--- src/hw/rtl/stereo_chorus_modulated_delay_assert.svh ---
// Assertion macros shared by the chorus RTL.
`ifndef STEREO_CHORUS_MODULATED_DELAY_ASSERT_SVH
`define STEREO_CHORUS_MODULATED_DELAY_ASSERT_SVH

// The consequent must hold in the same cycle as the antecedent.
`define SCMD_ASSERT_SAME(name, clk, rst_n, ante, cons) \
    name: assert property (@(posedge clk) disable iff (!rst_n) (ante) |-> (cons)) \
        else $error("chorus assertion failed");

// The consequent must hold in the cycle after the antecedent.
`define SCMD_ASSERT_NEXT(name, clk, rst_n, ante, cons) \
    name: assert property (@(posedge clk) disable iff (!rst_n) (ante) |=> (cons)) \
        else $error("chorus assertion failed");

`endif

--- src/hw/rtl/scmd_div.sv ---
module scmd_div #(
    parameter int NW = 56,
    parameter int DW = 38,
    parameter int QW = 32,
    parameter logic [DW-1:0] DIVISOR = 38'd1
) (
    input  logic          i_clk,
    input  logic          i_rst_n,
    input  logic          i_start,
    input  logic [NW-1:0] i_num,
    output logic          o_busy,
    output logic [QW-1:0] o_quo
);

    localparam int CW = $clog2(NW + 1);

    logic [NW-1:0] r_num, n_num;
    logic [DW-1:0] r_rem, n_rem;
    logic [QW-1:0] r_quo, n_quo;
    logic [CW-1:0] r_cnt, n_cnt;
    logic          r_busy, n_busy;
    logic [DW:0]   w_sh;
    logic          w_ge;

    always_comb begin
        w_sh   = {r_rem, r_num[NW-1]};
        w_ge   = w_sh >= {1'b0, DIVISOR};
        n_num  = r_num;
        n_rem  = r_rem;
        n_quo  = r_quo;
        n_cnt  = r_cnt;
        n_busy = r_busy;
        if (i_start) begin
            n_num  = i_num;
            n_rem  = '0;
            n_quo  = '0;
            n_cnt  = CW'(NW);
            n_busy = 1'b1;
        end else if (r_busy) begin
            n_num  = {r_num[NW-2:0], 1'b0};
            n_rem  = w_ge ? DW'(w_sh - {1'b0, DIVISOR}) : w_sh[DW-1:0];
            n_quo  = {r_quo[QW-2:0], w_ge};
            n_cnt  = r_cnt - 1'b1;
            n_busy = r_cnt != CW'(1);
        end
    end

    always_ff @(posedge i_clk) begin
        if (!i_rst_n) begin
            r_busy <= 1'b0;
            r_cnt  <= '0;
        end else begin
            r_busy <= n_busy;
            r_cnt  <= n_cnt;
        end
        r_num <= n_num;
        r_rem <= n_rem;
        r_quo <= n_quo;
    end

    assign o_busy = r_busy;
    assign o_quo  = r_quo;

endmodule

--- config.mk ---
export PLATFORM = sky130hd
export DESIGN_NAME = scmd_div
export DESIGN_NICKNAME = d
export VERILOG_FILES = /design/src/hw/rtl/stereo_chorus_modulated_delay_assert.svh /design/src/hw/rtl/scmd_div.sv
export SDC_FILE = /design/constraint.sdc
export NUM_CORES = 1
export LEC_CHECK = 0
export ABC_AREA = 1
export ABC_CLOCK_PERIOD_IN_PS = 4150
export BUFFER_PORTS_ARGS = -buffer_cell sky130_fd_sc_hd__clkbuf_2
export CAP_MARGIN = 25
export CORE_ASPECT_RATIO = 0.6
export CORE_MARGIN = 3
export CORE_UTILIZATION = 48
export DETAILED_ROUTE_END_ITERATION = 8
export GPL_ROUTABILITY_DRIVEN = 0
export PLACE_DENSITY = 0.72
export SETUP_SLACK_MARGIN = 0.1
export SLEW_MARGIN = 10
export SYNTH_ARGS = -nofsm -noshare
export SYNTH_HDL_FRONTEND = slang
export SYNTH_SLANG_ARGS = --single-unit
--- constraint.sdc ---
create_clock -name i_clk -period 4.15 [get_ports i_clk]
set_input_delay 1.0375 -clock i_clk [delete_from_list [all_inputs] [get_ports i_clk]]
set_output_delay 1.0375 -clock i_clk [all_outputs]
set_load 0.03 [all_outputs]
Yosys cells after proc, flatten, opt, wreduce, memory -nomap -nowiden
Cells that the tools add are included.

operators by class
  $add $sub $neg = 2
  order comparisons = 1
  multiplexer cells = 7
  bitwise gates (word level) = 1
  reductions and logical operators = 2
  equal/unequal tests = 1

operators with widths
  operator               number
  $mux 56                2
  $ge 39x1->1 const B    1
  $mux 38                1
  $sub 38x1->38 const B  1
  $mux 6                 2
  $ne 6x1->1 const B     1
  $sub 6x1->6 const B    1
  $mux 1                 2
  $reduce_bool 2->1      1
  $reduce_or 2->1        1
  $not 1->1              1

storage, ports and cells
  logic and storage cells = 20
  flip-flop bits (word level) = 133
  input port bits = 59

Longest topological paths before layout
  depth after elaboration = 3
  mapped depth = 11

Worst setup path after synthesis
OpenSTA, ideal clock, no wires.

  kind = in2reg
  from = in i_start
  to = reg r_num[0] (enable)
  setup time = 0.442 ns
  arrival = 3.152 ns
  data required time = 3.708 ns
  stages = 4
  path slack = 0.555 ns
  path buffers = 2
  path through = clkbuf_1 nor2_1 clkinv_1 clkbuf_1

on the way
  longest elaborated chain between the ends = 1

RTL lines
  element                      line            source
  start, declared              scmd_div.sv:9   input logic i_start,
  $reduce_bool 2->1 (no line)  n/a
  end signal, assigned         scmd_div.sv:56  r_num <= n_num;
  end, declared                scmd_div.sv:17  logic [NW-1:0] r_num, n_num;

Every way passes these cells.
A chain may end at the register's enable or synchronous reset.

Final worst setup path
  from = in i_start
  to = reg r_num[10] (enable)

Same word-level chain as after synthesis.

==> metrics.yaml <==
grt_pass1_wl_um: 23200
clkTransAtPathRegs_ns: 0.06
syn-cell-area_um2: 6180
antenna_found_initial: 0
synthTopCellsByArea: "edfxtp_1, dfxtp_1, nand2_1, nor2_1, o21ai_0"
critPathKind: "input port to register"
grt_max_degree: 57
routed_wirelength_um: 14300
slew_viol_final: 0
start_kind: "input port"
viasPerCell: 5.06
synth_edf_count: 56
synth.distinct_cells: 35
fp-row-count: 31
io_buffers: 91
vias: 5218
nNetsFinal: 916
synth_flop_cell: "dfxtp_1"
io_pins: 92
synth-seq-cells: 133
synthToLayoutAreaGrowth_pct: 18.5
cts_made_buffers: 17
cts-root-buf: "clkbuf_16"
yosys.area.top_type: "edfxtp_1"
drive_gt1_share_pct: 19.3
crit_chain: "clkbuf_2 > nor2_1 > clkinv_2 > buf_12"
core_area_um2: 12300
worstPathRequired_ns: 4.29
tightest_slew_ns: 0.904
cpPeakStageDelay_ns: 0.55
tns_ns: 0
vdd_ir_drop_max_mv: 0.265
dieArea_um2: 14300
min_from: "o_quo[31]$_SDFFE_PP0P_"
drtAntennaViolNets: 0
synth_most_common_cell: "nand2_1"
endpoint_kind: "register"
grt_use_total_pct: 20.3
relSlewSlack_pct: 39.7
setup.worst_path.start: "i_start"
post-cts-setup-buffers: 0
post-route-period-util_pct: 63.2
finalHoldViolCount: 0
antenna_cells: 0
netlist_top_cells_count: "nand2_1, nor2_1, dfxtp_1, edfxtp_1, inv_1"
die_x_um: 152
nFillCells: 1087
grt_pass1_vias: 4668
start_util_pct: 50.2
cts_tree: "done"
yosys_warnings: 0
synth_top_cell_area_share_pct: 27.2
critPathArrivalTime_ns: 2.76
ctsHoldBuffers: 0
rsz0062_at_grt: "no"
h-tree-depth: 4
hold_class: "register to register"
wl_per_cell_um: 13.9
cts.sinks: 133
drv_cap: 0
avgSynthCellArea_um2: 7.99
p_total_mw: 3.49
dr.pass1.iters: 5
overflow: 0
cts.path.max_buffers: 2
die_h_um: 93.9
powerDensity_nw_per_um2: 477
fmax_mhz: 381
synth_cells: 773
critPathSlowestCell: "clkinv_2"
synthArstFlopShare_pct: 0
synth_fp_nets: 836
drcViolationCount: 0
dp_hpwl_um: 9800
r2r_start: "r_num[55]$_DFFE_PP_"
p_leak_nw: 3.29
yosysSeqAreaShare_pct: 52.2
setup_viol: 0
finClkSkew_ns: 0.00723
period_minus_slack_ns: 2.62
critPathMaxFanout: 49
cts_resized: 0
clkLatencyLatePin_ns: 0.41
status: "finished, final reports clean"
drt_iter0_markers: 472
==> placed cells by master, fill, tap and decap left out, types with 2 or more instances in the layout <==
| master | synthesis | layout |
|---|---|---|
| ha_1 | 4 | 4 |
| nand2_1 | 279 | 279 |
| inv_8 | 0 | 4 |
| a21oi_2 | 10 | 10 |
| xnor2_1 | 14 | 14 |
| buf_4 | 0 | 4 |
| dfxtp_1 | 77 | 76 |
| edfxtp_1 | 56 | 56 |
| inv_2 | 1 | 2 |
| nand3b_1 | 2 | 2 |
| nor2_1 | 83 | 83 |
| nand3_1 | 12 | 12 |
| nand4_1 | 3 | 3 |
| o21ai_0 | 38 | 38 |
| nor2_4 | 2 | 2 |
| clkbuf_16 | 0 | 17 |
| inv_1 | 50 | 49 |
| clkbuf_2 | 0 | 91 |
| a31oi_1 | 2 | 2 |
| nand2_2 | 13 | 13 |
| xor2_1 | 17 | 17 |
| o22ai_1 | 30 | 30 |
| nor2_2 | 7 | 7 |
| inv_6 | 0 | 5 |
| clkinv_4 | 0 | 3 |
| a21oi_1 | 27 | 27 |
==> report_power, final <==
part | total, mW | internal [mW] | switching [mW]
Clock | 1.48 | 0.852 | 0.626
Combinational | 0.479 | 0.166 | 0.313
Sequential | 1.54 | 1.47 | 0.0628
==> worst max-delay path: cells and delay by family <==
family	cells	cell delay, ns
and+or+nand+nor	1	0.39
buffers and inverters	3	1.29
==> metal layers <==
layer  part of all wire (%)  vias up  GRT usage, %
li1                       -     2647             -
met2                     39      180          26.5
met5                      0        -             0
met4                   0.69        0          5.56
met1                     51     2380          31.2
met3                     10       11          7.09
==> path summary, 6_finish.rpt <==
path,cells after the start,end,slack [ns]
setup / recovery,4,r_num[10]$_DFFE_PP_,1.53
hold / removal,2,o_quo[31]$_SDFFE_PP0P_,0.47
setup reg to reg,8,r_rem[30]$_SDFFE_PP0P_,1.90
hold reg to reg,2,o_quo[31]$_SDFFE_PP0P_,0.47
==> kinds of logic (layout without fill, tap and decap cells) <==
logic type	Yosys count	count (layout)	synth area share [%]
and+or+nand+nor	407	407	26.6
xor gates and xnor gates	31	31	4.40
buffers and inverters	88	181	5.71
adders and majority gates	4	4	0.810
AOI/OAI and AO/OA	110	110	10.3
DFF	133	133	52.2
==> flip-flops by register name, indices dropped and copies added (netlist names) <==
register	flops
r_num	56
r_rem	38
o_busy	1
r_cnt	6
o_quo	32
==> cell type report <==
type	instances	area (µm²)	share of cell area (%)
Clock buffer	17	425	5.81
Multi-Input combinational cell	552	2600	35.5
Inverter	53	200	2.73
Tap cell	165	206	2.82
Timing Repair Buffer	96	505	6.90
Clock inverter	15	159	2.17
Sequential cell	133	3220	44.0
==> through the flow <==
stage / utilization (%) / instances / hold slack, ns / area [µm²] / setup slack (ns)
after floorplan: - / 773 / 0.453 / 6180 / 0.555
after global placement: 54.8 / 999 / 0.451 / 6740 / 1.19
after detailed placement: 54.8 / 999 / 0.462 / 6740 / 1.12
after CTS: 59.6 / 1031 / 0.477 / 7320 / 1.55
after global routing: 59.6 / 1031 / 0.508 / 7320 / 1.38
final: 59.6 / 1031 / 0.469 / 7320 / 1.53
Power figures use the tool's default switching activity.
