===== src/hw/rtl/stereo_chorus_modulated_delay_assert.svh =====
// Assertion macros shared by the chorus RTL.
`ifndef STEREO_CHORUS_MODULATED_DELAY_ASSERT_SVH
`define STEREO_CHORUS_MODULATED_DELAY_ASSERT_SVH

// The consequent must hold in the same cycle as the antecedent.
`define SCMD_ASSERT_SAME(name, clk, rst_n, ante, cons) \
    name: assert property (@(posedge clk) disable iff (!rst_n) (ante) |-> (cons)) \
        else $error("chorus assertion failed");

// The consequent must hold in the cycle after the antecedent.
`define SCMD_ASSERT_NEXT(name, clk, rst_n, ante, cons) \
    name: assert property (@(posedge clk) disable iff (!rst_n) (ante) |=> (cons)) \
        else $error("chorus assertion failed");

`endif


===== src/hw/rtl/scmd_pkg.sv =====
package scmd_pkg;

    localparam int SCMD_DIGIT = 2;

    localparam int DELAY_DEPTH  = 1024;
    localparam int SINE_ENTRIES = 256;

    localparam int STEP_NW = 56;
    localparam int STEP_DW = 38;
    localparam int STEP_QW = 32;
    localparam int DQ_NW   = 40;
    localparam int DQ_DW   = 20;
    localparam int DQ_QW   = 18;

    localparam logic [1:0] CFG_BYPASS = 2'd0;
    localparam logic [1:0] CFG_RATE   = 2'd1;
    localparam logic [1:0] CFG_DEPTH  = 2'd2;

    localparam longint unsigned HALF_PI_Q30 = 64'd1686629713;
    localparam longint unsigned TAYLOR_DIV [6] = '{64'd6, 64'd20, 64'd42, 64'd72,
                                                   64'd110, 64'd156};

    typedef enum logic [10:0] {
        S_CALC = 11'b000_0000_0001,
        S_DIVW = 11'b000_0000_0010,
        S_IDLE = 11'b000_0000_0100,
        S_LFO  = 11'b000_0000_1000,
        S_MUL1 = 11'b000_0001_0000,
        S_WR   = 11'b000_0010_0000,
        S_RD1  = 11'b000_0100_0000,
        S_RD2  = 11'b000_1000_0000,
        S_RDW  = 11'b001_0000_0000,
        S_MUL2 = 11'b010_0000_0000,
        S_DONE = 11'b100_0000_0000
    } t_state;

    // Quarter-wave sine entry in Q1.15 from a Q30 Taylor series.
    function automatic logic [15:0] sine_entry(input longint unsigned k,
                                               input int unsigned sb);
        longint unsigned x;
        longint unsigned x2;
        longint unsigned term;
        longint          acc;
        longint          r;
        x    = (HALF_PI_Q30 * k + (64'd1 << (sb - 1))) >> sb;
        x2   = (x * x) >> 30;
        term = x;
        acc  = longint'(x);
        for (int n = 1; n <= 6; n++) begin
            term = ((term * x2) >> 30) / TAYLOR_DIV[n - 1];
            if ((n % 2) == 1) begin
                acc = acc - longint'(term);
            end else begin
                acc = acc + longint'(term);
            end
        end
        if (acc < 0) begin
            acc = 0;
        end
        r = (acc + 16384) >>> 15;
        if (r > 32767) begin
            r = 32767;
        end
        return r[15:0];
    endfunction

endpackage


===== src/hw/rtl/scmd_mul.sv =====
module scmd_mul #(
    parameter int WA = 17,
    parameter int WB = 8
) (
    input  logic                    i_clk,
    input  logic                    i_rst_n,
    input  logic                    i_start,
    input  logic signed [WA-1:0]    i_a,
    input  logic [WB-1:0]           i_b,
    output logic                    o_busy,
    output logic signed [WA+WB-1:0] o_p
);

    import scmd_pkg::*;

    localparam int WP  = WA + WB;
    localparam int NS  = (WB + SCMD_DIGIT - 1) / SCMD_DIGIT;
    localparam int WBP = NS * SCMD_DIGIT;
    localparam int CW  = $clog2(NS + 1);

    logic signed [WP-1:0]         r_a, n_a;
    logic signed [WP-1:0]         r_acc, n_acc;
    logic [WBP-1:0]               r_b, n_b;
    logic [CW-1:0]                r_cnt, n_cnt;
    logic                         r_busy, n_busy;
    logic signed [WP+SCMD_DIGIT:0] w_term;

    always_comb begin
        w_term = r_a * $signed({1'b0, r_b[SCMD_DIGIT-1:0]});
        n_a    = r_a;
        n_acc  = r_acc;
        n_b    = r_b;
        n_cnt  = r_cnt;
        n_busy = r_busy;
        if (i_start) begin
            n_a    = WP'(i_a);
            n_acc  = '0;
            n_b    = WBP'(i_b);
            n_cnt  = CW'(NS);
            n_busy = 1'b1;
        end else if (r_busy) begin
            n_acc  = r_acc + w_term[WP-1:0];
            n_a    = r_a <<< SCMD_DIGIT;
            n_b    = r_b >> SCMD_DIGIT;
            n_cnt  = r_cnt - 1'b1;
            n_busy = r_cnt != CW'(1);
        end
    end

    always_ff @(posedge i_clk) begin
        if (!i_rst_n) begin
            r_busy <= 1'b0;
            r_cnt  <= '0;
        end else begin
            r_busy <= n_busy;
            r_cnt  <= n_cnt;
        end
        r_a   <= n_a;
        r_acc <= n_acc;
        r_b   <= n_b;
    end

    assign o_busy = r_busy;
    assign o_p    = r_acc;

endmodule


===== config.mk =====
export PLATFORM = sky130hd
export DESIGN_NAME = scmd_mul
export DESIGN_NICKNAME = d
export VERILOG_FILES = /design/src/hw/rtl/stereo_chorus_modulated_delay_assert.svh /design/src/hw/rtl/scmd_pkg.sv /design/src/hw/rtl/scmd_mul.sv
export SDC_FILE = /design/constraint.sdc
export NUM_CORES = 1
export LEC_CHECK = 0
export BUFFER_PORTS_ARGS = -buffer_cell sky130_fd_sc_hd__buf_2
export CAP_MARGIN = 20
export CELL_PAD_IN_SITES_DETAIL_PLACEMENT = 1
export CELL_PAD_IN_SITES_GLOBAL_PLACEMENT = 1
export CORE_MARGIN = 1
export CORE_UTILIZATION = 51
export CTS_BUF_LIST = sky130_fd_sc_hd__clkbuf_4 sky130_fd_sc_hd__clkbuf_8
export CTS_CLUSTER_DIAMETER = 100
export DETAILED_ROUTE_END_ITERATION = 8
export MAX_ROUTING_LAYER = met4
export PLACE_DENSITY_LB_ADDON = 0.2
export SETUP_SLACK_MARGIN = 0.05
export SYNTH_ARGS = -nofsm -noshare
export SYNTH_HDL_FRONTEND = slang
export SYNTH_SLANG_ARGS = --single-unit

===== constraint.sdc =====
create_clock -name i_clk -period 11 [get_ports i_clk]
set_clock_uncertainty 0.15 [all_clocks]
set_input_delay 0.55 -clock i_clk [delete_from_list [all_inputs] [get_ports i_clk]]
set_output_delay 0.55 -clock i_clk [all_outputs]
set_load 0.02 [all_outputs]

## Yosys cells after proc, flatten, opt, wreduce, memory -nomap -nowiden

Index checks and enable logic that the tools add are counted.

| word-level totals | value |
|---|---|
| register bits | 62 |
| bits in latches | 0 |
| memory bits (writable) | 0 |
| bits in read-only memories | 0 |
| bits of input ports | 28 |
| output and inout port bits | 26 |
| logic and storage cells | 21 |
| memories kept | 0 |

| operators by class | value |
|---|---|
| $add $sub $neg | 2 |
| $mul | 1 |
| divide/modulo/power cells | 0 |
| order comparisons | 0 |
| equal/unequal tests | 1 |
| shift-type cells | 0 |
| muxes and demuxes | 8 |
| bitwise gates (word level) | 1 |
| reductions and logical operators | 2 |

Operators with widths:

| cell | count |
|---|---|
| 2-to-1 mux 25 bit | 2 |
| adder 25 bit | 1 |
| multiplier 25 x 3 -> 25 bit | 1 |
| 2-to-1 mux 8 bit | 2 |
| 2-to-1 mux 3 bit | 2 |
| != test 3 x 1 -> 1 bit (second input constant) | 1 |
| subtractor 3 x 1 -> 3 bit (second input constant) | 1 |
| 2-to-1 mux 1 bit | 2 |
| nonzero test 2 bit | 1 |
| OR reduction 2 bit | 1 |
| inverter 1 bit | 1 |

## Longest topological paths before layout

| depth | value |
|---|---|
| depth in word-level cells | 3 |
| gate-level depth with buffers | 14 |
| depth with buffers taken out | 12 |

## Worst setup path after synthesis

No wires, ideal clock.

| timing path | value |
|---|---|
| path type | register to register |
| start | reg r_b[0] |
| end | reg r_acc[21], in the netlist o_p[21] |
| library setup time | 0.117 ns |
| arrival time | 3.601 ns |
| data required time | 10.733 ns |
| slack | 7.132 ns |
| stages on the path, launching flop included | 12 |
| buffers on the path | 1 |
| period minus slack after synthesis | 3.868 ns |
| cells stage by stage | edfxtp_1 > clkbuf_1 > and2_1 > ha_1 > fa_1 > fa_1 > a21o_1 > a221o_1 > a21o_2 > and3_4 > or4_1 > a32o_1 |

| on the way | value |
|---|---|
| word-level cells in the longest chain between the ends | 2 |

RTL lines:

| element | RTL line | text |
|---|---|---|
| start: declaration | scmd_mul.sv:23 | `logic [WBP-1:0] r_b, n_b;` |
| start signal: assignment | scmd_mul.sv:60 | `r_b <= n_b;` |
| multiplier 25 x 3 -> 25 bit | scmd_mul.sv:29 | `w_term = r_a * $signed({1'b0, r_b[SCMD_DIGIT-1:0]});` |
| adder 25 bit | scmd_mul.sv:42 | `n_acc = r_acc + w_term[WP-1:0];` |
| end signal: assignment | scmd_mul.sv:59 | `r_acc <= n_acc;` |
| end: declaration | scmd_mul.sv:22 | `logic signed [WP-1:0] r_acc, n_acc;` |

Every way passes these cells.
A chain may end at the register's enable or synchronous reset.

## Worst setup path in the final report

Ends and elaborated chain as after synthesis.

==> key figures <==
Die
  – FP Rows: 36
  – Die area: 0.0104 mm2
  – Initial Utilization: 0.524
  – Chip width: 102 um
  – Die Height: 102 um
  – CORE AREA: 0.00973 mm2
  – Ports: 54

Layout
  – # nets final: 715
  – Synthesis-to-finish area growth: 11.4%
  – Number of fillers in the final layout: 1180
  – Share of layout cells above drive strength 1: 0.160
  – Ant. Diodes: 0

Logic synthesis
  – Yosys warnings: 0
  – Predominant post-synthesis flop cell: edfxtp_1
  – Share of the synthesized area in the top cell type: 0.194
  – Sequential fraction of the synthesis area: 0.308
  – Net Count, Synth: 669
  – Mapped Cells: 568
  – Area leader, netlist: edfxtp_1
  – Async set or reset register ratio after synthesis: 0
  – Synth Register Bits: 62
  – Synthesized area: 0.00510 mm2
  – Number of synthesized flops with an enable pin: 33
  – Yosys cell types: 47
  – Largest cells by area after synthesis: edfxtp_1, ha_1, dfxtp_1, inv_1, fa_1
  – Avg Synthesized Cell Area: 8.98 um2

Global route
  – Wire length of the first global-routing pass: 21700 um
  – Gr usage total: 0.288
  – Initial antenna violation count: 0
  – Largest net degree at the start of global routing: 52
  – Remaining Overflow, GRT: 0
  – Vias in the first global route: 4415

Timing
  – Slew HR: 0.520
  – RSZ-0062 raised after global routing: false
  – Final Cycle Share: 0.394
  – Fin worst setup slack: 6.67 ns
  – Tmin final: 4.33 ns
  – # setup viols final: 0
  – Final Hold Viols: 0
  – Final Max Tran Viols: 0
  – Final setup TNS: 0 ns
  – Fmax: 0.231 GHz
  – Worst Tran Pin Value: 0.702 ns

Setup path
  – Most frequent CP cell: fa_1
  – Critical path's slowest cell: edfxtp_1
  – Crit Path Class: reg -> reg
  – Crit-path cells: and2_1 -> ha_1 -> fa_1 -> fa_1 -> a21o_1 -> a221o_1 -> a21o_2 -> and3_4 -> or4_1 -> a32o_1
  – Data arrival, critical path: 4.45 ns
  – CP bufs+invs: 0
  – Data required, critical path: 11.12 ns
  – Worst r2r src: r_b[0]$_DFFE_PP_
  – Beginning of the critical path: r_b[0]$_DFFE_PP_
  – CP Max Fanout: 25
  – Startpoint class of the critical path: register
  – Critical Path End Type: register
  – Crit path largest cell delay: 0.78 ns
  – Top delay family on crit path: adder cells

Worst hold path
  – Worst Min Path Start: i_rst_n
  – HP Class: in -> reg

Drt
  – Final WL: 13400 um
  – # DRC: 0
  – WL per Instance: 17.9 um
  – Pre-antenna DRT Iters: 4
  – Via count: 4068
  – Antenna viol nets, final: 0
  – Vias per std cell: 5.41
  – First DRT Iteration DRCs: 169

Clocking
  – Root Driver: clkbuf_8
  – CTS tree: yes
  – H-Tree Depth: 3
  – CTS buffer count: 9
  – Clock slew at reported path FFs: 0.09 ns
  – Gates resized, CTS repair: 0
  – Longest Clk Path Bufs: 2
  – # Post-CTS Setup Buffers: 0
  – Clock sinks: 62
  – Hold-fix buffers, CTS: 0
  – Clock latency at the later pin of the worst-skew pair: 0.36 ns

Power
  – P_leak: 0.00280 uW
  – VDD IR-drop max: 0.136 mV
  – P per Cell Area: 178 mW/mm2

Placement
  – Routability congestion estimate: 0.876
  – IO buf count: 53
  – Pre-CTS setup slack: 6.71 ns
  – Hpwl dp: 10000 um

Status
  – Status: finished, final reports clean

Flow run
  – Max cap viols: 0
==> cell usage after synthesis (3+ instances only) <==
cell,count
a2111oi_0,5
a211oi_1,4
a21o_1,8
a21oi_1,27
a32o_1,4
and2_1,53
clkbuf_1,18
dfxtp_1,29
edfxtp_1,33
fa_1,23
ha_1,50
inv_1,123
mux2_2,20
mux2i_1,11
nand2_1,29
nand2b_1,3
nand3_1,3
nand4_1,6
nor2_1,24
nor2b_1,3
nor3_1,9
o21a_1,5
o21ai_0,24
o31ai_1,4
o32ai_1,3
or3_1,3
xnor2_1,13
xor2_1,5
==> final timing paths <==
| path | to | slack [ns] | depth (start not counted) |
|---|---|---|---|
| worst min register to register | o_p[8]$_SDFFE_PP0P_ | 0.34 | 2 |
| worst min-delay path | r_cnt[2]$_SDFFE_PN0P_ | 0.29 | 2 |
| worst max-delay path | o_p[21]$_SDFFE_PP0P_ | 6.67 | 10 |
| worst max register to register | o_p[21]$_SDFFE_PP0P_ | 6.67 | 10 |
==> area by class of cell <==
class	instances	area (um2)	share of cell area
Tap cell	133	166	0.0293
Clock buffer	9	124	0.0218
Timing Repair Buffer	56	288	0.0506
Multi-Input combinational cell	362	2970	0.522
Inverter	123	462	0.0812
Clock inverter	7	104	0.0183
Sequential cell	62	1570	0.277
==> per-layer routing <==
layer  vias up  wire length, um  track usage
met4         0              261        0.120
met3        25              541       0.0410
met2       103             6490        0.473
met5         -                0            -
met1      1977             6140        0.355
li1       1963                -            -
==> through the flow <==
| stage | cell area (um2) | utilization | hold slack (ns) | cells | total power, uW |
|---|---|---|---|---|---|
| 2_1_floorplan | 5100 | - | 0.306 | 568 | 636 |
| 3_3_place_gp | 5460 | 0.561 | 0.312 | 736 | 743 |
| 3_5_place_dp | 5460 | 0.561 | 0.327 | 736 | 763 |
| 4_1_cts | 5680 | 0.584 | 0.287 | 752 | 1010 |
| 5_1_grt | 5680 | 0.584 | 0.300 | 752 | 1080 |
| 6_report | 5680 | 0.584 | 0.293 | 752 | 1010 |
==> power by group <==
part	total (uW)	internal (uW)	switching (uW)
combinational	462	176	286
clock	244	131	113
sequential	305	279	26.2
==> logic make-up (layout without fill, tap and decap cells) <==
| kind of cell | after synthesis | after routing | share of synthesized area |
|---|---|---|---|
| flip-flops | 62 | 62 | 0.308 |
| XOR/XNOR | 18 | 18 | 0.0309 |
| buffers and inverters | 144 | 195 | 0.110 |
| AO/OA/AOI/OAI | 100 | 100 | 0.127 |
| adder cells (fa/ha/maj) | 73 | 73 | 0.213 |
| multiplexers | 31 | 31 | 0.0658 |
| AND/OR/NAND/NOR | 140 | 140 | 0.145 |
==> registers in the layout, indices dropped and copies added, names as in the netlist <==
name	cells
r_b	8
r_cnt	3
r_a	25
o_busy	1
o_p	25
==> cell usage in the layout (no fill, tap or decap), drive strengths merged, types with 5 or more instances in the layout <==
cell type and n:
clkbuf 9, dfxtp 29, inv 126, o21a 5, edfxtp 33, nand4 6, a2111oi 5, o21ai 24
and2 54, mux2i 11, xnor2 13, a21o 9, nor3 9, ha 50, nor2 24, mux2 20
nand2 29, a21oi 27, xor2 5, buf 56, fa 23
Note: power is estimated with default switching activity, not from simulation.
